## src/rtl/mchw_pkg.sv

```systemverilog
package mchw_pkg;

   localparam int unsigned NUM_CHANNELS_DEFAULT = 8;
   localparam int unsigned QUEUE_DEPTH_DEFAULT  = 4;

   localparam int unsigned MASK_W      = 8;
   localparam int unsigned UPTIME_W    = 32;
   localparam int unsigned TIMER_W     = 24;
   localparam int unsigned CHANNEL_W   = 3;
   localparam int unsigned CSR_INDEX_W = 3;

   localparam int unsigned TIMEOUT_TICKS = 60 * 1000;

   localparam logic [TIMER_W-1:0] WAIT_MAX_RESET       = TIMER_W'(TIMEOUT_TICKS);
   localparam logic [TIMER_W-1:0] EVAL_PERIOD_RESET    = TIMER_W'(TIMEOUT_TICKS / 2);
   localparam logic [MASK_W-1:0]  CHANNEL_ENABLE_RESET = 8'd31;
   localparam logic [MASK_W-1:0]  MONITOR_MASK_RESET   = 8'd1;
   localparam logic               ALLOW_RESTART_RESET  = 1'b1;

   typedef enum logic [CSR_INDEX_W-1:0] {
      CSR_WAIT_MAX       = 3'd0,
      CSR_EVAL_PERIOD    = 3'd1,
      CSR_CHANNEL_ENABLE = 3'd2,
      CSR_MONITOR_MASK   = 3'd3,
      CSR_ALLOW_RESTART  = 3'd4
   } csr_index_type;

   localparam logic OPCODE_TICK = 1'b0;
   localparam logic OPCODE_DONE = 1'b1;

   localparam logic [1:0] GRADE_COMPLETE = 2'd0;
   localparam logic [1:0] GRADE_WAITING  = 2'd1;
   localparam logic [1:0] GRADE_HALF     = 2'd2;
   localparam logic [1:0] GRADE_OVERDUE  = 2'd3;

   localparam logic [1:0] ACTION_NONE    = 2'd0;
   localparam logic [1:0] ACTION_DUMP    = 2'd1;
   localparam logic [1:0] ACTION_HUNG    = 2'd2;
   localparam logic [1:0] ACTION_RESTART = 2'd3;

   // Work handed from the front to the back.
   typedef enum logic [1:0] {
      KIND_DONE = 2'd0,
      KIND_ARM  = 2'd1,
      KIND_EVAL = 2'd2
   } kind_type;

   typedef struct packed {
      kind_type               kind;
      logic [CHANNEL_W-1:0]   channel;
      logic [MASK_W-1:0]      idle_mask;
      logic [UPTIME_W-1:0]    uptime;
   } work_type;

   typedef struct packed {
      logic [TIMER_W-1:0] wait_max;
      logic [MASK_W-1:0]  channel_enable;
      logic [MASK_W-1:0]  monitor_mask;
      logic               allow_restart;
   } back_cfg_type;

endpackage

```

## src/rtl/mchw_front.sv

```systemverilog
module mchw_front (
   input  logic                               clock,
   input  logic                               reset,
   input  logic                               req_valid,
   output logic                               req_ready,
   input  logic                               req_opcode,
   input  logic [mchw_pkg::CHANNEL_W-1:0]     req_channel,
   input  logic [mchw_pkg::MASK_W-1:0]        req_idle_mask,
   input  logic [mchw_pkg::TIMER_W-1:0]       eval_period,
   output logic                               push_valid,
   input  logic                               push_ready,
   output mchw_pkg::work_type                 push_work
);

   logic [mchw_pkg::UPTIME_W-1:0] uptime_ff, uptime_in, uptime_inc;
   logic [mchw_pkg::TIMER_W-1:0]  interval_ff, interval_in, interval_inc;
   logic                          arm_pending_ff, arm_pending_in;
   logic                          accept;

   assign req_ready    = push_ready;
   assign accept       = req_valid && req_ready;
   assign uptime_inc   = uptime_ff + 1'b1;
   assign interval_inc = interval_ff + 1'b1;

   always_comb begin
      uptime_in           = uptime_ff;
      interval_in         = interval_ff;
      arm_pending_in      = arm_pending_ff;
      push_valid          = 1'b0;
      push_work.kind      = mchw_pkg::KIND_DONE;
      push_work.channel   = req_channel;
      push_work.idle_mask = req_idle_mask;
      push_work.uptime    = uptime_inc;
      if (accept) begin
         if (req_opcode == mchw_pkg::OPCODE_DONE) begin
            push_valid = 1'b1;
         end else begin
            uptime_in = uptime_inc;
            if (arm_pending_ff) begin
               push_valid     = 1'b1;
               push_work.kind = mchw_pkg::KIND_ARM;
               arm_pending_in = 1'b0;
               interval_in    = '0;
            end else if (interval_inc >= eval_period) begin
               push_valid     = 1'b1;
               push_work.kind = mchw_pkg::KIND_EVAL;
               interval_in    = '0;
            end else begin
               interval_in = interval_inc;
            end
         end
      end
   end

   always_ff @(posedge clock) begin
      if (reset) begin
         uptime_ff      <= '0;
         interval_ff    <= '0;
         arm_pending_ff <= 1'b1;
      end else begin
         uptime_ff      <= uptime_in;
         interval_ff    <= interval_in;
         arm_pending_ff <= arm_pending_in;
      end
   end

endmodule

```

## src/rtl/mchw_queue.sv

```systemverilog
module mchw_queue #(
   parameter int unsigned DEPTH = mchw_pkg::QUEUE_DEPTH_DEFAULT
) (
   input  logic                clock,
   input  logic                reset,
   input  logic                push_valid,
   output logic                push_ready,
   input  mchw_pkg::work_type  push_work,
   output logic                pop_valid,
   input  logic                pop_ready,
   output mchw_pkg::work_type  pop_work
);

   localparam int unsigned AW = (DEPTH > 1) ? $clog2(DEPTH) : 1;
   localparam int unsigned CW = $clog2(DEPTH + 1);

   mchw_pkg::work_type slot_ff [DEPTH];
   logic [AW-1:0] wr_ptr_ff, wr_ptr_in, rd_ptr_ff, rd_ptr_in;
   logic [CW-1:0] count_ff, count_in;
   logic          push, pop;

   assign push_ready = (count_ff != CW'(DEPTH));
   assign pop_valid  = (count_ff != '0);
   assign pop_work   = slot_ff[rd_ptr_ff];
   assign push       = push_valid && push_ready;
   assign pop        = pop_valid && pop_ready;

   always_comb begin
      wr_ptr_in = wr_ptr_ff;
      rd_ptr_in = rd_ptr_ff;
      count_in  = count_ff;
      if (push) begin
         wr_ptr_in = (wr_ptr_ff == AW'(DEPTH - 1)) ? '0 : wr_ptr_ff + 1'b1;
      end
      if (pop) begin
         rd_ptr_in = (rd_ptr_ff == AW'(DEPTH - 1)) ? '0 : rd_ptr_ff + 1'b1;
      end
      if (push && !pop) begin
         count_in = count_ff + 1'b1;
      end else if (pop && !push) begin
         count_in = count_ff - 1'b1;
      end
   end

   always_ff @(posedge clock) begin
      if (reset) begin
         wr_ptr_ff <= '0;
         rd_ptr_ff <= '0;
         count_ff  <= '0;
      end else begin
         wr_ptr_ff <= wr_ptr_in;
         rd_ptr_ff <= rd_ptr_in;
         count_ff  <= count_in;
      end
   end

   always_ff @(posedge clock) begin
      if (push) begin
         slot_ff[wr_ptr_ff] <= push_work;
      end
   end

endmodule

```

## src/rtl/mchw_back.sv

```systemverilog
module mchw_back #(
   parameter int unsigned NUM_CHANNELS = mchw_pkg::NUM_CHANNELS_DEFAULT
) (
   input  logic                           clock,
   input  logic                           reset,
   input  mchw_pkg::back_cfg_type         cfg,
   input  logic                           pop_valid,
   output logic                           pop_ready,
   input  mchw_pkg::work_type             pop_work,
   output logic                           rsp_valid,
   input  logic                           rsp_ready,
   output logic [1:0]                     rsp_severity,
   output logic [1:0]                     rsp_action,
   output logic [mchw_pkg::MASK_W-1:0]    rsp_blocked_mask,
   output logic [mchw_pkg::MASK_W-1:0]    rsp_posted_mask,
   output logic                           rsp_fresh_trace
);

   logic [NUM_CHANNELS-1:0] lane_wait, lane_half, lane_over, lane_blocked, lane_posted;
   logic [mchw_pkg::MASK_W-1:0] blocked8, posted8;
   logic [mchw_pkg::UPTIME_W-1:0] wmax32, half32;
   logic out_free, exec, is_done, is_arm, is_eval;
   logic any_wait, any_half, any_over;
   logic [1:0] severity, action;
   logic half_reported_ff, half_reported_in;
   logic rsp_valid_ff, rsp_valid_in;
   logic [1:0] severity_ff, action_ff;
   logic [mchw_pkg::MASK_W-1:0] blocked_ff, posted_ff;
   logic fresh_ff;

   assign out_free  = !rsp_valid_ff || rsp_ready;
   assign pop_ready = (pop_work.kind != mchw_pkg::KIND_EVAL) || out_free;
   assign exec      = pop_valid && pop_ready;
   assign is_done   = exec && (pop_work.kind == mchw_pkg::KIND_DONE);
   assign is_eval   = exec && (pop_work.kind == mchw_pkg::KIND_EVAL);
   assign is_arm    = is_eval || (exec && (pop_work.kind == mchw_pkg::KIND_ARM));

   assign wmax32 = {{(mchw_pkg::UPTIME_W - mchw_pkg::TIMER_W){1'b0}}, cfg.wait_max};
   assign half32 = {{(mchw_pkg::UPTIME_W - mchw_pkg::TIMER_W + 1){1'b0}},
                    cfg.wait_max[mchw_pkg::TIMER_W-1:1]};

   // One lane per channel: its completion flag, start time and grade.
   for (genvar g = 0; g < NUM_CHANNELS; g++) begin : g_lane
      logic done_ff, done_in;
      logic [mchw_pkg::UPTIME_W-1:0] start_ff, start_in, latency;
      logic en, mon, idle, match, pending, shortcut;

      if (g < mchw_pkg::MASK_W) begin : g_watched
         assign en    = cfg.channel_enable[g];
         assign mon   = cfg.monitor_mask[g];
         assign idle  = pop_work.idle_mask[g];
         assign match = (pop_work.channel == mchw_pkg::CHANNEL_W'(g));
      end else begin : g_unwatched
         assign en    = 1'b0;
         assign mon   = 1'b0;
         assign idle  = 1'b0;
         assign match = 1'b0;
      end

      assign latency  = pop_work.uptime - start_ff;
      assign pending  = en && !done_ff;
      assign shortcut = !mon && idle;

      assign lane_wait[g]    = pending && (latency < half32);
      assign lane_half[g]    = pending && !(latency < half32) && (latency < wmax32);
      assign lane_over[g]    = pending && !(latency < wmax32);
      assign lane_blocked[g] = pending && (latency > wmax32);
      assign lane_posted[g]  = is_arm && en && !shortcut && done_ff;

      always_comb begin
         done_in  = done_ff;
         start_in = start_ff;
         if (is_done && match) begin
            done_in = 1'b1;
         end else if (is_arm && en) begin
            if (shortcut) begin
               done_in = 1'b1;
            end else if (done_ff) begin
               done_in  = 1'b0;
               start_in = pop_work.uptime;
            end
         end
      end

      always_ff @(posedge clock) begin
         if (reset) begin
            done_ff <= 1'b1;
         end else begin
            done_ff <= done_in;
         end
      end

      // The start time is only read while the channel is pending, after arming wrote it.
      always_ff @(posedge clock) begin
         start_ff <= start_in;
      end
   end

   for (genvar b = 0; b < mchw_pkg::MASK_W; b++) begin : g_mask
      if (b < NUM_CHANNELS) begin : g_used
         assign blocked8[b] = lane_blocked[b];
         assign posted8[b]  = lane_posted[b];
      end else begin : g_absent
         assign blocked8[b] = 1'b0;
         assign posted8[b]  = 1'b0;
      end
   end

   assign any_wait = |lane_wait;
   assign any_half = |lane_half;
   assign any_over = |lane_over;

   always_comb begin
      if (any_over) begin
         severity = mchw_pkg::GRADE_OVERDUE;
      end else if (any_half) begin
         severity = mchw_pkg::GRADE_HALF;
      end else if (any_wait) begin
         severity = mchw_pkg::GRADE_WAITING;
      end else begin
         severity = mchw_pkg::GRADE_COMPLETE;
      end
   end

   always_comb begin
      action           = mchw_pkg::ACTION_NONE;
      half_reported_in = half_reported_ff;
      case (severity)
         mchw_pkg::GRADE_COMPLETE: begin
            half_reported_in = 1'b0;
         end
         mchw_pkg::GRADE_HALF: begin
            if (!half_reported_ff) begin
               action           = mchw_pkg::ACTION_DUMP;
               half_reported_in = 1'b1;
            end
         end
         mchw_pkg::GRADE_OVERDUE: begin
            action           = cfg.allow_restart ? mchw_pkg::ACTION_RESTART
                                                 : mchw_pkg::ACTION_HUNG;
            half_reported_in = 1'b0;
         end
         default: begin
         end
      endcase
   end

   always_comb begin
      rsp_valid_in = rsp_valid_ff;
      if (is_eval) begin
         rsp_valid_in = 1'b1;
      end else if (rsp_ready) begin
         rsp_valid_in = 1'b0;
      end
   end

   always_ff @(posedge clock) begin
      if (reset) begin
         rsp_valid_ff     <= 1'b0;
         half_reported_ff <= 1'b0;
      end else begin
         rsp_valid_ff <= rsp_valid_in;
         if (is_eval) begin
            half_reported_ff <= half_reported_in;
         end
      end
   end

   always_ff @(posedge clock) begin
      if (is_eval) begin
         severity_ff <= severity;
         action_ff   <= action;
         blocked_ff  <= any_over ? blocked8 : '0;
         posted_ff   <= posted8;
         fresh_ff    <= any_over && !half_reported_ff;
      end
   end

   assign rsp_valid        = rsp_valid_ff;
   assign rsp_severity     = severity_ff;
   assign rsp_action       = action_ff;
   assign rsp_blocked_mask = blocked_ff;
   assign rsp_posted_mask  = posted_ff;
   assign rsp_fresh_trace  = fresh_ff;

`ifndef ASSERT_OFF
   a_overdue_fields: assert property (@(posedge clock) disable iff (reset)
      rsp_valid && (rsp_severity != mchw_pkg::GRADE_OVERDUE) |->
         (rsp_blocked_mask == '0) && !rsp_fresh_trace)
      else $error("blocked mask or fresh trace set below overdue");

   a_dump_on_half: assert property (@(posedge clock) disable iff (reset)
      rsp_valid && (rsp_action == mchw_pkg::ACTION_DUMP) |->
         (rsp_severity == mchw_pkg::GRADE_HALF))
      else $error("stack dump requested without half-way grade");

   a_eval_delivers: assert property (@(posedge clock) disable iff (reset)
      is_eval |=> rsp_valid)
      else $error("evaluation did not reach the response register");
`endif

endmodule

```

## src/rtl/multi_channel_hang_watchdog_unit.sv

```systemverilog
// Multi-channel hang watchdog.
//
// Requests arrive on the req_ channel (valid/ready). A tick request (opcode 0)
// advances the uptime counter and carries the idle mask of the channels; a
// done request (opcode 1) marks the check of req_channel as complete. Once per
// evaluation period of ticks the watched channels are graded and one response
// goes out on the rsp_ channel (valid/ready); all other requests produce
// nothing. Registers are written on the csr_ channel, which is always ready.
//
// Throughput is one request per cycle while req_ready is high. The front
// keeps the time base and decides what each request does; a small queue feeds
// the back, which grades all channels in parallel lanes. With an empty queue,
// an evaluating tick is written into the queue, then graded into the response
// register, where rsp_valid rises. When the receiver stalls, the response
// holds in its output register, queued work ahead of the next evaluating tick
// still drains, and that tick then waits at the head of the queue with all
// work behind it; quiet ticks are still taken until the queue is full, and
// then req_ready drops. After reset all channels count as complete, the
// registers take their defaults, and the first tick only arms the channels.
module multi_channel_hang_watchdog_unit #(
   parameter int unsigned NUM_CHANNELS = mchw_pkg::NUM_CHANNELS_DEFAULT,
   parameter int unsigned QUEUE_DEPTH  = mchw_pkg::QUEUE_DEPTH_DEFAULT
) (
   input  logic                               clock,
   input  logic                               reset,

   input  logic                               req_valid,
   output logic                               req_ready,
   input  logic                               req_opcode,
   input  logic [mchw_pkg::CHANNEL_W-1:0]     req_channel,
   input  logic [mchw_pkg::MASK_W-1:0]        req_idle_mask,

   output logic                               rsp_valid,
   input  logic                               rsp_ready,
   output logic [1:0]                         rsp_severity,
   output logic [1:0]                         rsp_action,
   output logic [mchw_pkg::MASK_W-1:0]        rsp_blocked_mask,
   output logic [mchw_pkg::MASK_W-1:0]        rsp_posted_mask,
   output logic                               rsp_fresh_trace,

   input  logic                               csr_valid,
   output logic                               csr_ready,
   input  logic [mchw_pkg::CSR_INDEX_W-1:0]   csr_index,
   input  logic [mchw_pkg::TIMER_W-1:0]       csr_wdata
);

   logic [mchw_pkg::TIMER_W-1:0] wait_max_ff, eval_period_ff;
   logic [mchw_pkg::MASK_W-1:0]  channel_enable_ff, monitor_mask_ff;
   logic                         allow_restart_ff;
   logic                         csr_write;

   mchw_pkg::back_cfg_type back_cfg;
   mchw_pkg::work_type     push_work, pop_work;
   logic push_valid, push_ready, pop_valid, pop_ready;

   // Register writes take effect at once; indexes beyond the list are ignored.
   assign csr_ready = 1'b1;
   assign csr_write = csr_valid && csr_ready;

   always_ff @(posedge clock) begin
      if (reset) begin
         wait_max_ff       <= mchw_pkg::WAIT_MAX_RESET;
         eval_period_ff    <= mchw_pkg::EVAL_PERIOD_RESET;
         channel_enable_ff <= mchw_pkg::CHANNEL_ENABLE_RESET;
         monitor_mask_ff   <= mchw_pkg::MONITOR_MASK_RESET;
         allow_restart_ff  <= mchw_pkg::ALLOW_RESTART_RESET;
      end else if (csr_write) begin
         case (csr_index)
            mchw_pkg::CSR_WAIT_MAX:       wait_max_ff       <= csr_wdata;
            mchw_pkg::CSR_EVAL_PERIOD:    eval_period_ff    <= csr_wdata;
            mchw_pkg::CSR_CHANNEL_ENABLE: channel_enable_ff <= csr_wdata[mchw_pkg::MASK_W-1:0];
            mchw_pkg::CSR_MONITOR_MASK:   monitor_mask_ff   <= csr_wdata[mchw_pkg::MASK_W-1:0];
            mchw_pkg::CSR_ALLOW_RESTART:  allow_restart_ff  <= csr_wdata[0];
            default: begin
            end
         endcase
      end
   end

   assign back_cfg.wait_max       = wait_max_ff;
   assign back_cfg.channel_enable = channel_enable_ff;
   assign back_cfg.monitor_mask   = monitor_mask_ff;
   assign back_cfg.allow_restart  = allow_restart_ff;

   // Front: time base, interval counter and request classification.
   mchw_front u_front (
      .clock          (clock),
      .reset          (reset),
      .req_valid      (req_valid),
      .req_ready      (req_ready),
      .req_opcode     (req_opcode),
      .req_channel    (req_channel),
      .req_idle_mask  (req_idle_mask),
      .eval_period    (eval_period_ff),
      .push_valid     (push_valid),
      .push_ready     (push_ready),
      .push_work      (push_work)
   );

   // Queue that decouples the front from a stalled back.
   mchw_queue #(
      .DEPTH (QUEUE_DEPTH)
   ) u_queue (
      .clock      (clock),
      .reset      (reset),
      .push_valid (push_valid),
      .push_ready (push_ready),
      .push_work  (push_work),
      .pop_valid  (pop_valid),
      .pop_ready  (pop_ready),
      .pop_work   (pop_work)
   );

   // Back: per-channel state, grading, arming and the response register.
   mchw_back #(
      .NUM_CHANNELS (NUM_CHANNELS)
   ) u_back (
      .clock            (clock),
      .reset            (reset),
      .cfg              (back_cfg),
      .pop_valid        (pop_valid),
      .pop_ready        (pop_ready),
      .pop_work         (pop_work),
      .rsp_valid        (rsp_valid),
      .rsp_ready        (rsp_ready),
      .rsp_severity     (rsp_severity),
      .rsp_action       (rsp_action),
      .rsp_blocked_mask (rsp_blocked_mask),
      .rsp_posted_mask  (rsp_posted_mask),
      .rsp_fresh_trace  (rsp_fresh_trace)
   );

endmodule

```

## config.mk

```make
export PLATFORM = sky130hd
export DESIGN_NAME = multi_channel_hang_watchdog_unit
export DESIGN_NICKNAME = d
export VERILOG_FILES = /design/src/rtl/mchw_pkg.sv /design/src/rtl/mchw_front.sv /design/src/rtl/mchw_queue.sv /design/src/rtl/mchw_back.sv /design/src/rtl/multi_channel_hang_watchdog_unit.sv
export SDC_FILE = /design/constraint.sdc
export NUM_CORES = 2
export LEC_CHECK = 0
export BUFFER_PORTS_ARGS = -buffer_cell sky130_fd_sc_hd__buf_2
export CORE_MARGIN = 4
export CORE_UTILIZATION = 35
export DETAILED_ROUTE_END_ITERATION = 8
export PLACE_DENSITY = 0.49
export SKIP_CTS_REPAIR_TIMING = 1
export SYNTH_ARGS = -nofsm -noshare
export SYNTH_HDL_FRONTEND = slang
export SYNTH_SLANG_ARGS = --single-unit
```

## constraint.sdc

```tcl
create_clock -name clock -period 9.1 [get_ports clock]
set_input_delay 1.82 -clock clock [delete_from_list [all_inputs] [get_ports clock]]
set_output_delay 1.82 -clock clock [all_outputs]
set_load 0.1 [all_outputs]
```

## Word-level counts from Yosys, hierarchy flattened

Memories as Yosys holds them, arrays and structs flattened. A register that Yosys moved wholly into a read port is not among the register bits.
Cells that the tools add are included.

- Bits in registers: 416
- Latch bits: 0
- Memory bits (writable): 180
- Memory bits (read-only): 0
- Output and inout port bits: 24
- Word-level logic and storage cells: 324
- Memories: 1

- $add $sub $neg: 14
- Multipliers: 0
- Divide/modulo/power cells: 0
- $lt $le $gt $ge: 25
- Equality and inequality tests: 19
- Shift-type cells: 0
- Multiplexer cells: 35
- Bitwise gates (word level): 17
- Reduce and logical (&&, ||, !) cells: 179

Memory list:

| memory | words | bits a word | rd ports | clocked after memory_dff | wr ports | RTL line | RTL |
|---|---|---|---|---|---|---|---|
| u_queue.slot_ff | 4 | 45 | 1 | 1 | 1 | mchw_queue.sv:17 | `mchw_pkg::work_type slot_ff [DEPTH];` |

Operator list:

| operator | count |
|---|---|
| $gt A32 B24 Y1 | 8 |
| $lt A32 B23 Y1 | 8 |
| $lt A32 B24 Y1 | 8 |
| $sub A32 B32 Y32 | 8 |
| $logic_and A1 B1 Y1 | 97 |
| $mux W24 | 2 |
| $logic_not A1 Y1 | 44 |
| $add A32 B1 Y32 const B | 1 |
| $reduce_and A4 Y1 | 8 |
| $add A24 B1 Y24 const B | 1 |
| $ge A24 B24 Y1 | 1 |
| $reduce_or A8 Y1 | 3 |
| $mux W2 | 10 |
| $mux W1 | 19 |
| $reduce_or A2 Y1 | 9 |
| $not A1 Y1 | 17 |
| $eq A3 B3 Y1 const B | 5 |
| $reduce_and A2 Y1 | 7 |
| $eq A3 B2 Y1 const B | 4 |
| $eq A2 B2 Y1 const B | 5 |
| $eq A3 B1 Y1 const B | 2 |
| $logic_not A3 Y1 | 2 |
| $mux W3 | 2 |
| $reduce_bool A2 Y1 | 3 |
| 11 further kinds | 15 |

## Longest topological paths before layout

- Depth after elaboration: 12
- Gate-level depth with buffers: 33

## By module

Synthesis repeated with hierarchy kept, for this count alone.

- Cells, all modules: 4946
- Area, all modules: 46871.2 sq um

By module, submodules not included:

| module | instances | cells each | area an instance (sq um) |
|---|---|---|---|
| mchw_back | 1 | 3871 | 33118.0 |
| mchw_queue | 1 | 283 | 6957.9 |
| mchw_front | 1 | 532 | 4086.4 |
| multi_channel_hang_watchdog_unit | 1 | 260 | 2708.8 |

## Worst setup path after synthesis

OpenSTA, ideal clock, no wires.

- Path kind: register -> register
- From: reg with a tool-made name
- To: reg u_back.action_ff[0] (netlist: u_back.rsp_action[0]) (data pin)
- Arrival time: 7.182 ns
- Required time: 8.842 ns
- Slack: 1.660 ns
- Stages on the path, launching flop included: 30
- Buffers on the path: 3
- Period minus slack after synthesis: 7.440 ns
- Path through: dfxtp_1 -> buf_4 -> buf_1 -> buf_1 -> mux4_2 -> fa_1 -> a21o_1 -> and4_1 -> o21a_1 -> a21o_1 -> a31oi_1 -> o21ai_0 -> a21o_1 -> a21oi_1 -> xnor2_1 -> ha_1 -> a21o_1 -> a21o_1 -> a21o_1 -> a21o_1 -> a311o_1 -> nor4bb_1 -> a31oi_1 -> nand4b_1 -> and4bb_4 -> nand2_1 -> ha_1 -> nor2b_1 -> a21oi_2 -> a21oi_1

RTL lines:

| element | RTL line | RTL |
|---|---|---|
| end signal: assignment | mchw_back.sv:172 | `action_ff <= action;` |
| end: declaration | mchw_back.sv:27 | `logic [1:0] severity_ff, action_ff;` |

==> flow_summary.yaml <==
run_status:
  status: "finished clean"
timing:
  fin_crit_sh_pct: 82.91
  setup_tns_ns: 0
  tightest_slew_ns: 1.275
  slew_violations: 0
  relSlewSlack_pct: 14.82
  setup_viol: 0
  rsz0062_at_grt: "false"
  fmax_mhz: 132.5
  fin_skew_ns: 0.05452
  fin_crit_ns: 7.545
  hold_viol: 0
finish:
  drive_gt1_share_pct: 7.575
  postLayoutCellArea_um2: 51200
  nNetsFinal: 5623
  area_delta_synth_final_pct: 11.41
clock_network:
  cts_sinks: 598
  clockRootBuffer: "clkbuf_16"
  cts_buffers: 78
  path_clk_slew_ns: 0.06
  cts_tree: "yes"
  cts_htree_levels: 3
  clockBufferDepth: 3
  insertion_delay_ns: 0.70
die:
  boundaryPins: 68
  dieHeight_um: 370.4
  dieArea_um2: 137200
  start_util_pct: 35.36
  die_w_um: 370.4
  rows: 132
  core-area_um2: 130000
logic_synthesis:
  synth.area.top_cells: "edfxtp_1, ha_1, dfxtp_1"
  syn_area_um2: 45960
  yosysTopAreaCellShare_pct: 29.86
  ys_warn_count: 0
  postSynthAreaPerCell_um2: 9.513
  synth_flop_cell: "edfxtp_1"
  synth.most_common_cell: "ha_1"
  syn_inst: 4831
  syn_nets: 5542
  synth_cell_types: 105
  synth_commonest_cells: "ha_1, a21oi_1, edfxtp_1"
  synth_seq_cells: 598
  synth_edf_count: 457
  synth_area_leader_cell: "edfxtp_1"
  seq_area_frac_synth_pct: 36.00
  synth_async_sr_flop_share_pct: 0
setup_path:
  cpPeakStageDelay_ns: 0.84
  r2r_cells: 28
  cp_slowest_cell: "a2111oi_0"
  end_kind: "register"
  crit_path_start_kind: "register"
  r2r-end: "u_back.rsp_action[0]"
  worstPathRequired_ns: 9.55
  path_class: "reg -> reg"
  cp.arrival_ns: 7.99
  r2r_setup_slack_ns: 1.55
  critPathMaxFanout: 14
drt:
  wl_met2_um: 68590
  dr_wl_met3_um: 8552
  via_per_inst: 5.554
  routed-via-count: 37323
  drc: 0
  drt_iter0_markers: 3216
  postRouteAntennaNets: 0
  wl_met1_um: 71840
  wirelength_um: 152400
  dr.pass1.iters: 8
  wire_per_inst_um: 22.68
  topRoutingLayerUsed: "met4"
run:
  cap_violations: 0
placed_design:
  postPlaceCellArea_um2: 48520
  dpl.hpwl_um: 112400
  gp_congestion: 0.8716
  io_buffer_count: 66
hold_path:
  hp-start: "u_front.interval_ff[5]"
  hold_path.class: "reg -> reg"
  hold_path_end: "u_front.interval_ff[5]"
  whs_path_depth: 2
global_route:
  grt-ovfl-total: 0
  grt_pass1_vias: 35651
  grt_usage_pct: 21.84
  grt_pass1_wl_um: 227400
  antenna_found_initial: 17
  grt_max_degree: 90
-- cell usage in the layout, fill, tap and decap left out, types with 37 or more instances in the layout --
cell	instances
ha_1	658
a21oi_1	457
edfxtp_1	457
nand2_1	435
inv_1	373
nor2_1	253
o21ai_0	243
a21o_1	159
xnor2_1	145
dfxtp_1	139
xor2_1	132
nand4_1	122
nand3_1	121
nor3_1	93
clkbuf_16	79
buf_4	75
o21a_1	74
buf_2	65
nor2b_1	61
o211ai_1	49
a211oi_1	49
nand2b_1	45
and3_1	45
mux4_2	45
a211o_1	37
-- logic make-up after synthesis --
logic type      count (synthesis)  synth area share, %
simple gates                 1381                14.96
compound gates               1336                18.63
fa+ha+maj                     667                18.31
flops                         598                36.00
buf+inv                       513                4.285
xor+xnor                      280                5.385
mux                            55                2.423
other cells                     1             0.008160
-- per-stage QoR --
| stage | util, % | hold WS [ns] | instances | worst slack, ns |
|---|---|---|---|---|
| final | 39.39 | 0.4521 | 6720 | 1.555 |
| after detailed placement | 37.33 | 0.4406 | 6574 | 1.481 |
| after global placement | 37.33 | 0.4363 | 6574 | 1.573 |
| after floorplan | - | 0.4256 | 4831 | 1.660 |
| after CTS | 39.39 | 0.4534 | 6719 | 1.481 |
| after global routing | 39.39 | 0.4753 | 6719 | 1.127 |
-- cell type report --
class                      count  area, um^2
timing repair buffer         140       888.4
clock inverter                42       533.0
fill                       12967       78780
multi-input combinational   3720       27490
sequential                   598       16550
antenna                        1       2.502
clock buffer                 103        2147
tap                         1742        2180
inverter                     374        1406
-- flip-flops by register name (all words and copies together) (netlist names), 2 cells and up, named ones only --
signal                   cells
u_back.rsp_blocked_mask      8
u_back.g_lane.done_ff        8
u_front.interval_ff         24
wait_max_ff                 24
u_queue.count_ff             3
u_back.rsp_action            2
u_back.g_lane.start_ff     256
u_queue.rd_ptr_ff            2
u_front.uptime_ff           32
monitor_mask_ff              8
u_back.rsp_posted_mask       8
channel_enable_ff            8
u_back.rsp_severity          2
u_queue.slot_ff            180
eval_period_ff              24
u_queue.wr_ptr_ff            2
-- per-layer routing --
metal / vias to the layer above / global-route usage, %
li1: 18185 / -
met1: 18089 / 30.71
met2: 884 / 35.31
met3: 165 / 3.049
met4: 0 / 5.451
met5: - / 0
-- worst max path at each step --
stage             start  cells past startpoint              endpoint  slack [ns]
3_3_place_gp   register                     29  u_back.rsp_action[0]        1.57
4_1_cts        register                     29  u_back.rsp_action[0]        1.48
3_5_place_dp   register                     29  u_back.rsp_action[0]        1.48
5_1_grt        register                     28  u_back.rsp_action[0]        1.13
2_1_floorplan  register                     29  u_back.rsp_action[0]        1.66
6_report       register                     28  u_back.rsp_action[0]        1.55
-- critical path: cells and delay by family, from the launching register on --
family | cells | cell delay [ns]
flops | 1 | 0.51
fa+ha+maj | 4 | 1.15
xor+xnor | 1 | 0.25
buf+inv | 2 | 0.47
mux | 1 | 0.68
compound gates | 13 | 3.37
simple gates | 7 | 0.90
Power is not shown: default switching activity piles up to over one toggle a cycle in this logic, so the estimate is an artifact.
